===== src/nhs_pkg.sv =====
// Shared types, constants and codes of the node health and selection unit.
package nhs_pkg;

	localparam int MaxNodes = 16;
	localparam int IdxW = $clog2(MaxNodes);
	localparam int CntW = $clog2(MaxNodes + 1);

	localparam logic [15:0] WeightOne = 16'd256;
	localparam logic [15:0] WeightMin = 16'd26;
	localparam logic [10:0] LoadFull = 11'd1024;

	typedef enum logic [2:0] {
		ACT_ADD = 3'd0, ACT_REMOVE = 3'd1, ACT_SET_LOAD = 3'd2, ACT_SET_WEIGHT = 3'd3,
		ACT_HEARTBEAT = 3'd4, ACT_HEALTH = 3'd5, ACT_SELECT = 3'd6, ACT_NOP = 3'd7
	} action_t;

	typedef enum logic [2:0] {
		ST_OK = 3'd0, ST_DUP = 3'd1, ST_FULL = 3'd2, ST_NOTFOUND = 3'd3, ST_NONE = 3'd4
	} status_t;

	localparam logic [2:0] POL_RR = 3'd0;
	localparam logic [2:0] POL_LEAST = 3'd1;
	localparam logic [2:0] POL_WEIGHTED = 3'd2;
	localparam logic [2:0] POL_ADAPTIVE = 3'd3;
	localparam logic [2:0] POL_RANDOM = 3'd5;

	localparam logic [1:0] REG_POLICY = 2'd0;
	localparam logic [1:0] REG_INTERVAL = 2'd1;
	localparam logic [1:0] REG_MAXFAIL = 2'd2;

	typedef enum logic [3:0] {
		S_IDLE, S_LOOKUP, S_EXEC, S_SHIFT, S_HEALTH, S_SCAN1, S_SCAN2,
		S_MUL1, S_MUL2, S_MUL3, S_NEXT, S_RESULT
	} state_t;

	// Command group from the controller to the datapath.
	typedef struct packed {
		logic load_item;   // capture the input transaction
		logic clr_idx;     // index counter to zero
		logic inc_idx;     // index counter up by one
		logic look_step;   // compare one entry for the id lookup
		logic exec;        // apply add / set / heartbeat
		logic shift_step;  // move entry idx+1 down to idx
		logic shift_done;  // node count down by one
		logic health_step; // health update of entry idx
		logic scan_step;   // selection step on entry idx (pass 1 or 2)
		logic mul1;        // adaptive product stages
		logic mul2;
		logic mul3;
		logic rr_start;    // rotate index to rotor start
		logic finish;      // build the result
	} cmd_t;

	// Status group from the datapath to the controller.
	typedef struct packed {
		action_t  act;
		logic [2:0] policy;
		logic     idx_last;  // idx is the last entry below count, or the last round-robin step
		logic     empty;     // count is zero
		logic     found;     // lookup hit
		logic     shift_end; // idx+1 reaches count
		logic     hit_done;  // round robin or weighted pick found
	} stat_t;

endpackage


===== src/nhs_ctrl.sv =====
// Controller state machine of the node health and selection unit.
module nhs_ctrl
	import nhs_pkg::*;
(
	input  logic  clk,
	input  logic  arst_n,
	input  logic  in_fire,
	input  logic  out_busy,
	input  stat_t st,
	output cmd_t  cmd,
	output logic  idle
);

	state_t state_q, nxt;

	always_ff @(posedge clk or negedge arst_n) begin
		if (!arst_n) state_q <= S_IDLE;
		else state_q <= nxt;
	end

	always_comb begin
		nxt = state_q;
		cmd = '0;
		idle = 1'b0;
		unique case (state_q)
			S_IDLE: begin
				idle = 1'b1;
				if (in_fire) begin
					cmd.load_item = 1'b1;
					cmd.clr_idx = 1'b1;
					nxt = S_LOOKUP;
				end
			end
			S_LOOKUP: begin
				if (st.act == ACT_HEALTH) begin
					nxt = st.empty ? S_RESULT : S_HEALTH;
				end else if (st.act == ACT_SELECT) begin
					if (st.empty) nxt = S_RESULT;
					else begin
						if (st.policy == POL_RR) cmd.rr_start = 1'b1;
						nxt = (st.policy == POL_ADAPTIVE) ? S_MUL1 : S_SCAN1;
					end
				end else if (st.act == ACT_NOP) begin
					nxt = S_RESULT;
				end else if (st.empty || st.found) begin
					nxt = S_EXEC;
				end else begin
					cmd.look_step = 1'b1;
					if (st.idx_last) nxt = S_EXEC;
					else cmd.inc_idx = 1'b1;
				end
			end
			S_EXEC: begin
				if (st.act == ACT_REMOVE && st.found) begin
					nxt = S_SHIFT;
				end else begin
					cmd.exec = 1'b1;
					nxt = S_RESULT;
				end
			end
			S_SHIFT: begin
				if (st.shift_end) begin
					cmd.shift_done = 1'b1;
					nxt = S_RESULT;
				end else begin
					cmd.shift_step = 1'b1;
					cmd.inc_idx = 1'b1;
				end
			end
			S_HEALTH: begin
				cmd.health_step = 1'b1;
				cmd.inc_idx = 1'b1;
				if (st.idx_last) nxt = S_RESULT;
			end
			S_SCAN1: begin
				cmd.scan_step = 1'b1;
				if (st.hit_done) nxt = S_RESULT;
				else if (st.idx_last) begin
					cmd.clr_idx = 1'b1;
					if (st.policy == POL_WEIGHTED || st.policy == POL_RANDOM) nxt = S_SCAN2;
					else nxt = S_RESULT;
				end else cmd.inc_idx = 1'b1;
			end
			S_SCAN2: begin
				cmd.scan_step = 1'b1;
				if (st.hit_done || st.idx_last) nxt = S_RESULT;
				else cmd.inc_idx = 1'b1;
			end
			S_MUL1: begin cmd.mul1 = 1'b1; nxt = S_MUL2; end
			S_MUL2: begin cmd.mul2 = 1'b1; nxt = S_MUL3; end
			S_MUL3: begin cmd.mul3 = 1'b1; nxt = S_NEXT; end
			S_NEXT: begin
				if (st.idx_last) nxt = S_RESULT;
				else begin
					cmd.inc_idx = 1'b1;
					nxt = S_MUL1;
				end
			end
			S_RESULT: begin
				if (!out_busy) begin
					cmd.finish = 1'b1;
					nxt = S_IDLE;
				end
			end
			default: nxt = S_IDLE;
		endcase
	end

endmodule


===== config.mk =====
export PLATFORM = sky130hd
export DESIGN_NAME = nhs_ctrl
export DESIGN_NICKNAME = d
export VERILOG_FILES = /design/src/nhs_pkg.sv /design/src/nhs_ctrl.sv
export SDC_FILE = /design/constraint.sdc
export NUM_CORES = 1
export LEC_CHECK = 0
export BUFFER_PORTS_ARGS = -buffer_cell sky130_fd_sc_hd__buf_2
export CAP_MARGIN = 10
export CORE_MARGIN = 5
export CORE_UTILIZATION = 46
export CTS_CLUSTER_SIZE = 24
export DETAILED_ROUTE_END_ITERATION = 7
export PLACE_DENSITY = 0.87
export SETUP_SLACK_MARGIN = 0.1
export SLEW_MARGIN = 25
export SYNTH_ARGS = -nofsm -noshare
export SYNTH_HDL_FRONTEND = slang
export SYNTH_SLANG_ARGS = --single-unit

===== constraint.sdc =====
create_clock -name clk -period 1.71 [get_ports clk]
set_clock_uncertainty 0.05 [all_clocks]
set_input_delay 0.0855 -clock clk [delete_from_list [all_inputs] [get_ports clk]]
set_output_delay 0.0855 -clock clk [all_outputs]
set_load 0.005 [all_outputs]

-- Word level (Yosys, flattened, before mapping)
Cells that the tools add are included.
- add/sub/neg operators: 0
- $mul: 0
- div/mod/pow operators: 0
- order comparisons: 0
- equality and inequality tests: 25
- shift-type cells: 0
- mux-type cells: 50
- bitwise gates (word level): 0
- reductions and logical operators: 8
- operator list (operator ; count):
    $mux W4 ; 17
    $pmux W4 S12 ; 1
    $mux W1 ; 22
    $eq A4 B3 Y1 const B ; 4
    $eq A4 B4 Y1 const B ; 4
    $mux W2 ; 8
    $eq A3 B3 Y1 const B ; 4
    $ne A2 B2 Y1 const B ; 5
    $eq A4 B2 Y1 const B ; 2
    $reduce_and A7 Y1 ; 1
    $eq A3 B2 Y1 const B ; 2
    $ne A6 B6 Y1 const B ; 1
    $pmux W1 S6 ; 1
    $eq A4 B1 Y1 const B ; 1
    $logic_not A4 Y1 ; 1
    $eq A3 B1 Y1 const B ; 1
    $logic_not A3 Y1 ; 1
    $logic_or A1 B1 Y1 ; 3
    $ne A3 B3 Y1 const B ; 1
    $pmux W1 S2 ; 1
    $reduce_or A2 Y1 ; 1
    $logic_and A1 B1 Y1 ; 1
- bits in registers: 4
- latch bits: 0
- bits in writable memories: 0
- bits in read-only memories: 0
- output and inout bits: 15
- logic and storage cells: 84
- memories: 0

-- Depth between registers and ports, before layout
Gate-level depths: netlist of the first run.
- word-level depth: 6
- mapped depth: 7
- mapped depth without buffers: 5

-- Worst setup path after synthesis of the first run
No wires, ideal clock.
- kind: register to register
- from: reg state_q[3]
- to: reg state_q[0]
- arrival time: 1441 ps
- required time: 1581 ps
- setup slack: 140 ps
- stages on the path, launching flop included: 7
- path buffers: 1
- period minus slack after synthesis: 1570 ps
- cells stage by stage: dfrtp_1 buf_6 nor4b_1 and3_4 a211oi_2 nand3_2 mux2i_1
- longest elaborated chain between the ends: 3
- elaborated cells on any way between the ends: 21
- classes of those cells: 18 x eq/ne; 1 x mux; 2 x reduce/logical
- RTL lines (element ; RTL line ; RTL):
    start, declared ; nhs_ctrl.sv:14 ; state_t state_q, nxt;
    start signal, assigned ; nhs_ctrl.sv:18 ; else state_q <= nxt;
    $eq A4 B1 Y1, or another cell as far along ; nhs_ctrl.sv:25 ; unique case (state_q)
    $ne A6 B6 Y1 (no line), or another cell as far along ; n/a ;
    $reduce_and A7 Y1 (no line) ; n/a ;
Several ways; a longest one is shown, not always the timed one.
A chain may end at the register's enable or synchronous reset.

==> run metrics, run 1 <==
critical path launch point type=register; io pins=30; DRT iter0 DRCs=116; sw frac=52.1%; RSZ-0062 raised after global routing=yes; Post-synth EDFFs=0; Internal=904 uW; ys flop type=dfrtp_1; drt pass-1 iters=5; Die Wd=48.0 um; Async S/R FF share, synth=100%; Vias/cell=7.01; largest registers=state_q x4; Hold Fails Final Rpt=0; DIE AREA=2300 sq um; # diodes=0; DRC=0; post-route setup slack=-0.0486 ns; largest net degree at the start of global routing=14; Worst path max stage delay=0.44 ns; Final Cycle Share=103%; Max clock buf depth=2; Pleak=0.000520 uW; clock share of power=6.7%; Crit-path slowest cell=dfrtp_2; Post-Syn Area per Cell=6.63 sq um; Largest delay share family, worst path=compound AO/OA/AOI/OAI gates; worst-path cell chain=buf_6, nand2b_4, a2111oi_4, a211oi_4, o21ai_1, buf_2; status=finished, violations left; failing checks=setup timing; antenna violations before repair=0; final core occ=84.4%; Cell Area, Synth=663 sq um; Critical Path RT=1.57 ns; share of layout cells above drive strength 1=51.4%; Buf/Inv on CP=2; minimum clock period=1.76 ns; Vias=1128; Crit Reg-Reg Startpoint=state_q[0]; power per cell area=1680 nW/um^2; first-pass GRT wire length=4.51 mm; part of the power in combinational logic=80.6%; Slew headroom=71.2%; Std-Cell Rows=13; fillers=70; worst-margin pin slew=0.428 ns; #FFs+latches synth=4; Worst EP arrival=1.62 ns; gr ovfl total=0; Max FO, Critical Path=6; vias in the first global route=1007; worst vdd ir=0.000943 V; sequential power share=12.6%; max reg flops=4; Core Box Area=1330 sq um; worst-skew pair later-pin latency=0.25 ns; IO Port Bufs=29; Max Slew Vio Count=0; H-tree levels=1; final WL=3.53 mm; final setup fails=3; Max-Cap Viols=0; crit path capture type=output port; Final GP Congestion=0.924; Post-DRT Antenna Nets=0; Largest Register=state_q; Worst Min Path Start=out_busy; Die Ht=48.0 um; post-synthesis sequential area ratio=15.1%; area grow syn2layout=69.8%; switching power total=982 uW; Worst-path clk slew=0.04 ns; Synth Warn #=0; Root Buffer Master=clkbuf_4; Fin Hold WS=0.112 ns; Min-Delay Path Class=in2reg; WL/cell=21.9 um; Syn Nets=115; Num CTS Buffers=3; Final nets=163; TritonCTS clock tree=built; Total GRT Usage=29.1%; WS Path Type=reg2out; Cells after Synth=100; Critical Path Start=state_q[1]; CTS sink cnt=4; DP HPWL=1.79 mm; Fmax=0.569 GHz; post-synth cell types=36; Starting Density=49.7%
layer usage:
layer | vias up | global-route usage (%) | wire [um]
met2 | 131 | 48.3 | 1680
met5 | - | 0 | 0
met4 | 0 | 27.4 | 329
met3 | 34 | 6.77 | 457
li1 | 460 | - | -
met1 | 503 | 29.3 | 1070
cell type report:
cell class                 instances  area [sq um]  share of cell area, %
sequential                         4           104                   9.22
clock buffer                       3          22.5                   2.00
tap                               15          18.8                   1.67
multi-input combinational         84           636                   56.4
inverter                           5          21.3                   1.89
timing repair buffer              50           324                   28.8
Yosys cell counts (2+ instances only):
library cell	instances	share of area (%)
a21oi_1	5	3.8
nor2_1	13	7.4
nand3_1	2	1.5
buf_2	2	1.5
o2111ai_1	2	2.6
a31oi_1	3	2.8
nor2b_1	2	1.9
a211oi_2	2	3.8
nor3_1	5	3.8
mux2i_1	2	3.0
nand2b_1	4	3.8
clkbuf_1	3	1.7
o21ai_0	8	6.0
and2_1	2	1.9
inv_1	5	2.8
nand3b_1	2	2.3
nor4_1	5	4.7
dfrtp_1	4	15
nor4b_1	2	2.6
nand2_1	11	6.2
layout by cell type (no fill, tap or decap), types with 3 or more instances in the layout:
master / synthesis / final
clkbuf_4: 0 / 3
buf_4: 1 / 15
nor4_4: 0 / 3
buf_2: 2 / 29
dfrtp_2: 0 / 3
a21oi_1: 5 / 5
inv_1: 5 / 3
nor3_1: 5 / 4
nor2_1: 13 / 12
o21ai_0: 8 / 6
buf_6: 1 / 5
nand2_1: 11 / 10
a31oi_1: 3 / 3
power groups by stage:
| stage | combinational, uW | clock (uW) | sequential, uW |
|---|---|---|---|
| final | 1520 | 127 | 239 |
| after global routing | 1620 | 146 | 241 |
| after CTS | 1180 | 121 | 226 |
| after detailed placement | 874 | 0 | 206 |
| after global placement | 836 | 0 | 203 |
| after floorplan | 639 | 0 | 170 |
path summary, 6_finish.rpt:
path	end	slack, ns	cells after the start
worst max-delay path	cmd[11]	-0.05	6
worst min-delay path	state_q[3]	0.11	3
worst max register to register	state_q[1]	-0.01	7
worst min register to register	state_q[0]	0.69	2
max in group asynchronous	state_q[1]	1.33	2
min in group asynchronous	state_q[0]	0.13	2
kinds of logic after synthesis:
family                 Yosys count  synth area share, %
flip-flops                       4                 15.1
buffers and inverters           12                 8.87
AND/OR/NAND/NOR                 55                 45.1
multiplexers                     2                 3.02
AO/OA/AOI/OAI                   27                 27.9
through the flow:
step	setup TNS (ns)	power (uW)	cell area (sq um)	std cells	worst slack, ns
CTS	0	1530	1040	157	0.0173
global placement	0	1040	832	143	0.0275
floorplan	0	809	663	100	0.140
finish	-0.0617	1890	1130	161	-0.0486
global route	-0.627	2010	1130	161	-0.206
detailed placement	-0.0266	1080	832	143	-0.0266
repair_timing:
item,4_1_cts,5_1_grt
hold buffers,1,0
setup endpoints to repair,9,11
pin swaps,4,9
gates resized for setup,21,13
cloned,0,0
hold endpoints to repair,4,0
buffers inserted,10,4
worst min-delay path, cell delays in order:
cell	delay, ns
buf_2	0.13
nand2_1	0.07
o21ai_1	0.08
(Power assumes the default switching activity.)
==> run 2, diff against run 1 <==
--- a/config.mk
+++ b/config.mk
@@ -8,11 +8,13 @@
 export BUFFER_PORTS_ARGS = -buffer_cell sky130_fd_sc_hd__buf_2
 export CAP_MARGIN = 10
 export CORE_MARGIN = 5
-export CORE_UTILIZATION = 46
+export CORE_UTILIZATION = 49
 export CTS_CLUSTER_SIZE = 24
 export DETAILED_ROUTE_END_ITERATION = 7
-export PLACE_DENSITY = 0.87
+export GPL_TIMING_DRIVEN = 0
+export PLACE_DENSITY = 0.91
 export SETUP_SLACK_MARGIN = 0.1
+export SKIP_CTS_REPAIR_TIMING = 1
 export SLEW_MARGIN = 25
 export SYNTH_ARGS = -nofsm -noshare
 export SYNTH_HDL_FRONTEND = slang
==> constraint.sdc (replaced) <==
create_clock -name clk -period 2.1 [get_ports clk]
set_clock_uncertainty 0.05 [all_clocks]
set_input_delay 0.105 -clock clk [delete_from_list [all_inputs] [get_ports clk]]
set_output_delay 0.105 -clock clk [all_outputs]
set_load 0.005 [all_outputs]
==> run metrics, run 2 (synthesized netlist as in run 1, its figures left out) <==
status=completed (was finished, violations left); Crit Reg-Reg Startpoint=state_q[2] (was state_q[0]); Starting Density=51.6% (was 49.7%); flop-to-flop setup slack=0.38 ns (was -0.01 ns); Power, Total=982 uW (was 1890 uW); gr ovfl total=0 (unchanged); commonest non-fill, non-tap cell in the layout=buf_2 (unchanged); highest-count cells in the layout ignoring fill and taps=31 x buf_2, 13 x nor2_1, 11 x nand2_1 (was 29 x buf_2, 15 x buf_4, 12 x nor2_1); Pleak=0.000410 uW (was 0.000520 uW); FF-to-FF path depth=4 (was 7); max reg flops=4 (unchanged); RSZ-0062 raised after global routing=no (was yes); IO Port Bufs=29 (unchanged); worst r2r dst=state_q[3] (was state_q[1]); Final Cycle Share=88.0%; Num CTS Buffers=3 (unchanged); Max-Cap Viols=0 (unchanged); Max Slew Vio Count=0 (unchanged); power per cell area=1130 nW/um^2 (was 1680 nW/um^2); WS Path Type=reg2out (unchanged); share of layout cells above drive strength 1=32.3% (was 51.4%); antenna violations before repair=0 (unchanged); H-tree levels=1 (unchanged); Die Wd=46.8 um (was 48.0 um); io pins=30 (unchanged); largest registers=state_q x4 (unchanged); met3 wire length=232 um (was 457 um); Min-Delay Path Class=in2reg (unchanged); Root Buffer Master=clkbuf_4 (unchanged); wire length on met1=806 um (was 1.07 mm); Hold Path Cell Cnt=3 (unchanged); final core occ=67.5% (was 84.4%); critical path launch point type=register (unchanged); Hold Fails Final Rpt=0 (unchanged); worst-margin pin slew=0.465 ns (was 0.428 ns); DIE AREA=2190 sq um (was 2300 sq um); Met2 Wirelength=962 um (was 1.68 mm); Crit-path slowest cell=dfrtp_1 (was dfrtp_2); Fmax=0.541 GHz; Total GRT Usage=20.4% (was 29.1%); DP HPWL=1.56 mm (was 1.79 mm); Post-Route Setup TNS=0 ns (was -0.0617 ns); Final GP Congestion=0.898 (was 0.924); Core Box Area=1280 sq um (was 1330 sq um); Max Used Layer=met4 (unchanged); worst-path cell chain=nand2b_1, a2111oi_2, a211oi_2, o21ai_0, buf_2 (was buf_6, nand2b_4, a2111oi_4, a211oi_4, o21ai_1, buf_2); Critical Path RT=1.95 ns (was 1.57 ns); Post-DRT Antenna Nets=0 (unchanged); first-pass GRT wire length=3.32 mm (was 4.51 mm); Slew headroom=68.7% (was 71.2%); Max FO, Critical Path=7 (was 6); minimum clock period=1.85 ns; area grow syn2layout=30.8% (was 69.8%); final setup fails=0 (was 3); Final Non-Filler Cells=148 (was 161); worst vdd ir=0.000704 V (was 0.000943 V); Vias=895 (was 1128); vias in the first global route=807 (was 1007); placed insts=144 (was 143); drt pass-1 iters=4 (was 5); # diodes=0 (unchanged); largest net degree at the start of global routing=11 (was 14); Std-Cell Rows=13 (unchanged); Worst Min Path Start=out_busy (unchanged); Largest Register=state_q (unchanged); Worst path max stage delay=0.43 ns (was 0.44 ns); Die Ht=46.8 um (was 48.0 um); TritonCTS clock tree=built (unchanged); Worst Hold Endpoint=state_q[3] (unchanged); Vias/cell=6.05 (was 7.01); DRC=0 (unchanged); Critical Path Start=state_q[0] (was state_q[1]); Final nets=150 (was 163); Fin Hold WS=0.107 ns (was 0.112 ns); final WL=2.01 mm (was 3.53 mm); Worst EP arrival=1.69 ns (was 1.62 ns); Worst-path clk slew=0.04 ns (about the same); CTS sink cnt=4 (unchanged); WL/cell=13.6 um (was 21.9 um); DRT iter0 DRCs=54 (was 116); Max clock buf depth=2 (unchanged); crit path capture type=output port (unchanged); worst-skew pair later-pin latency=0.24 ns (was 0.25 ns)
## run 2: report_power, final
part	leakage, uW	switching [uW]	internal, uW	total [uW]
registers	0.0000473	36.4	114	151
clock network	0.0000138	33.4	64.1	97.5
logic	0.000348	449	284	734
## run 2: worst max-delay path, delay by kind of cell, from the launching register on
kind / cells / cell delay [ns]
flip-flops: 1 / 0.43
AND/OR/NAND/NOR: 1 / 0.24
AO/OA/AOI/OAI: 3 / 0.63
buffers and inverters: 1 / 0.15
## run 2: final cells by class
type / instances / area, sq um
plain buffers: 7 / 41.3
multi-input cells: 84 / 510
fillers: 112 / 418
inverters: 5 / 18.8
repair buffers: 30 / 155
well taps: 15 / 18.8
flip-flops and latches: 4 / 100
clock buffers: 3 / 22.5
## run 2: worst max path at each step
stage | to | cells past startpoint
after floorplan | state_q[0] | 6
after global placement | state_q[2] | 6
after detailed placement | state_q[2] | 6
after CTS | cmd[11] | 6
after global routing | cmd[11] | 6
final | cmd[11] | 5
## run 2: layer usage
metal  track usage [%]  vias to the layer above
li1                  -                      434
met1              26.3                      406
met2              33.3                       53
met3              5.36                        2
met4              6.08                        0
met5                 0                        -
## run 2: through the flow
step                setup WS (ns)  area (sq um)
floorplan                   0.530           663
global placement            0.416           827
detailed placement          0.341           827
CTS                         0.148           850
global route                0.133           867
finish                      0.253           867
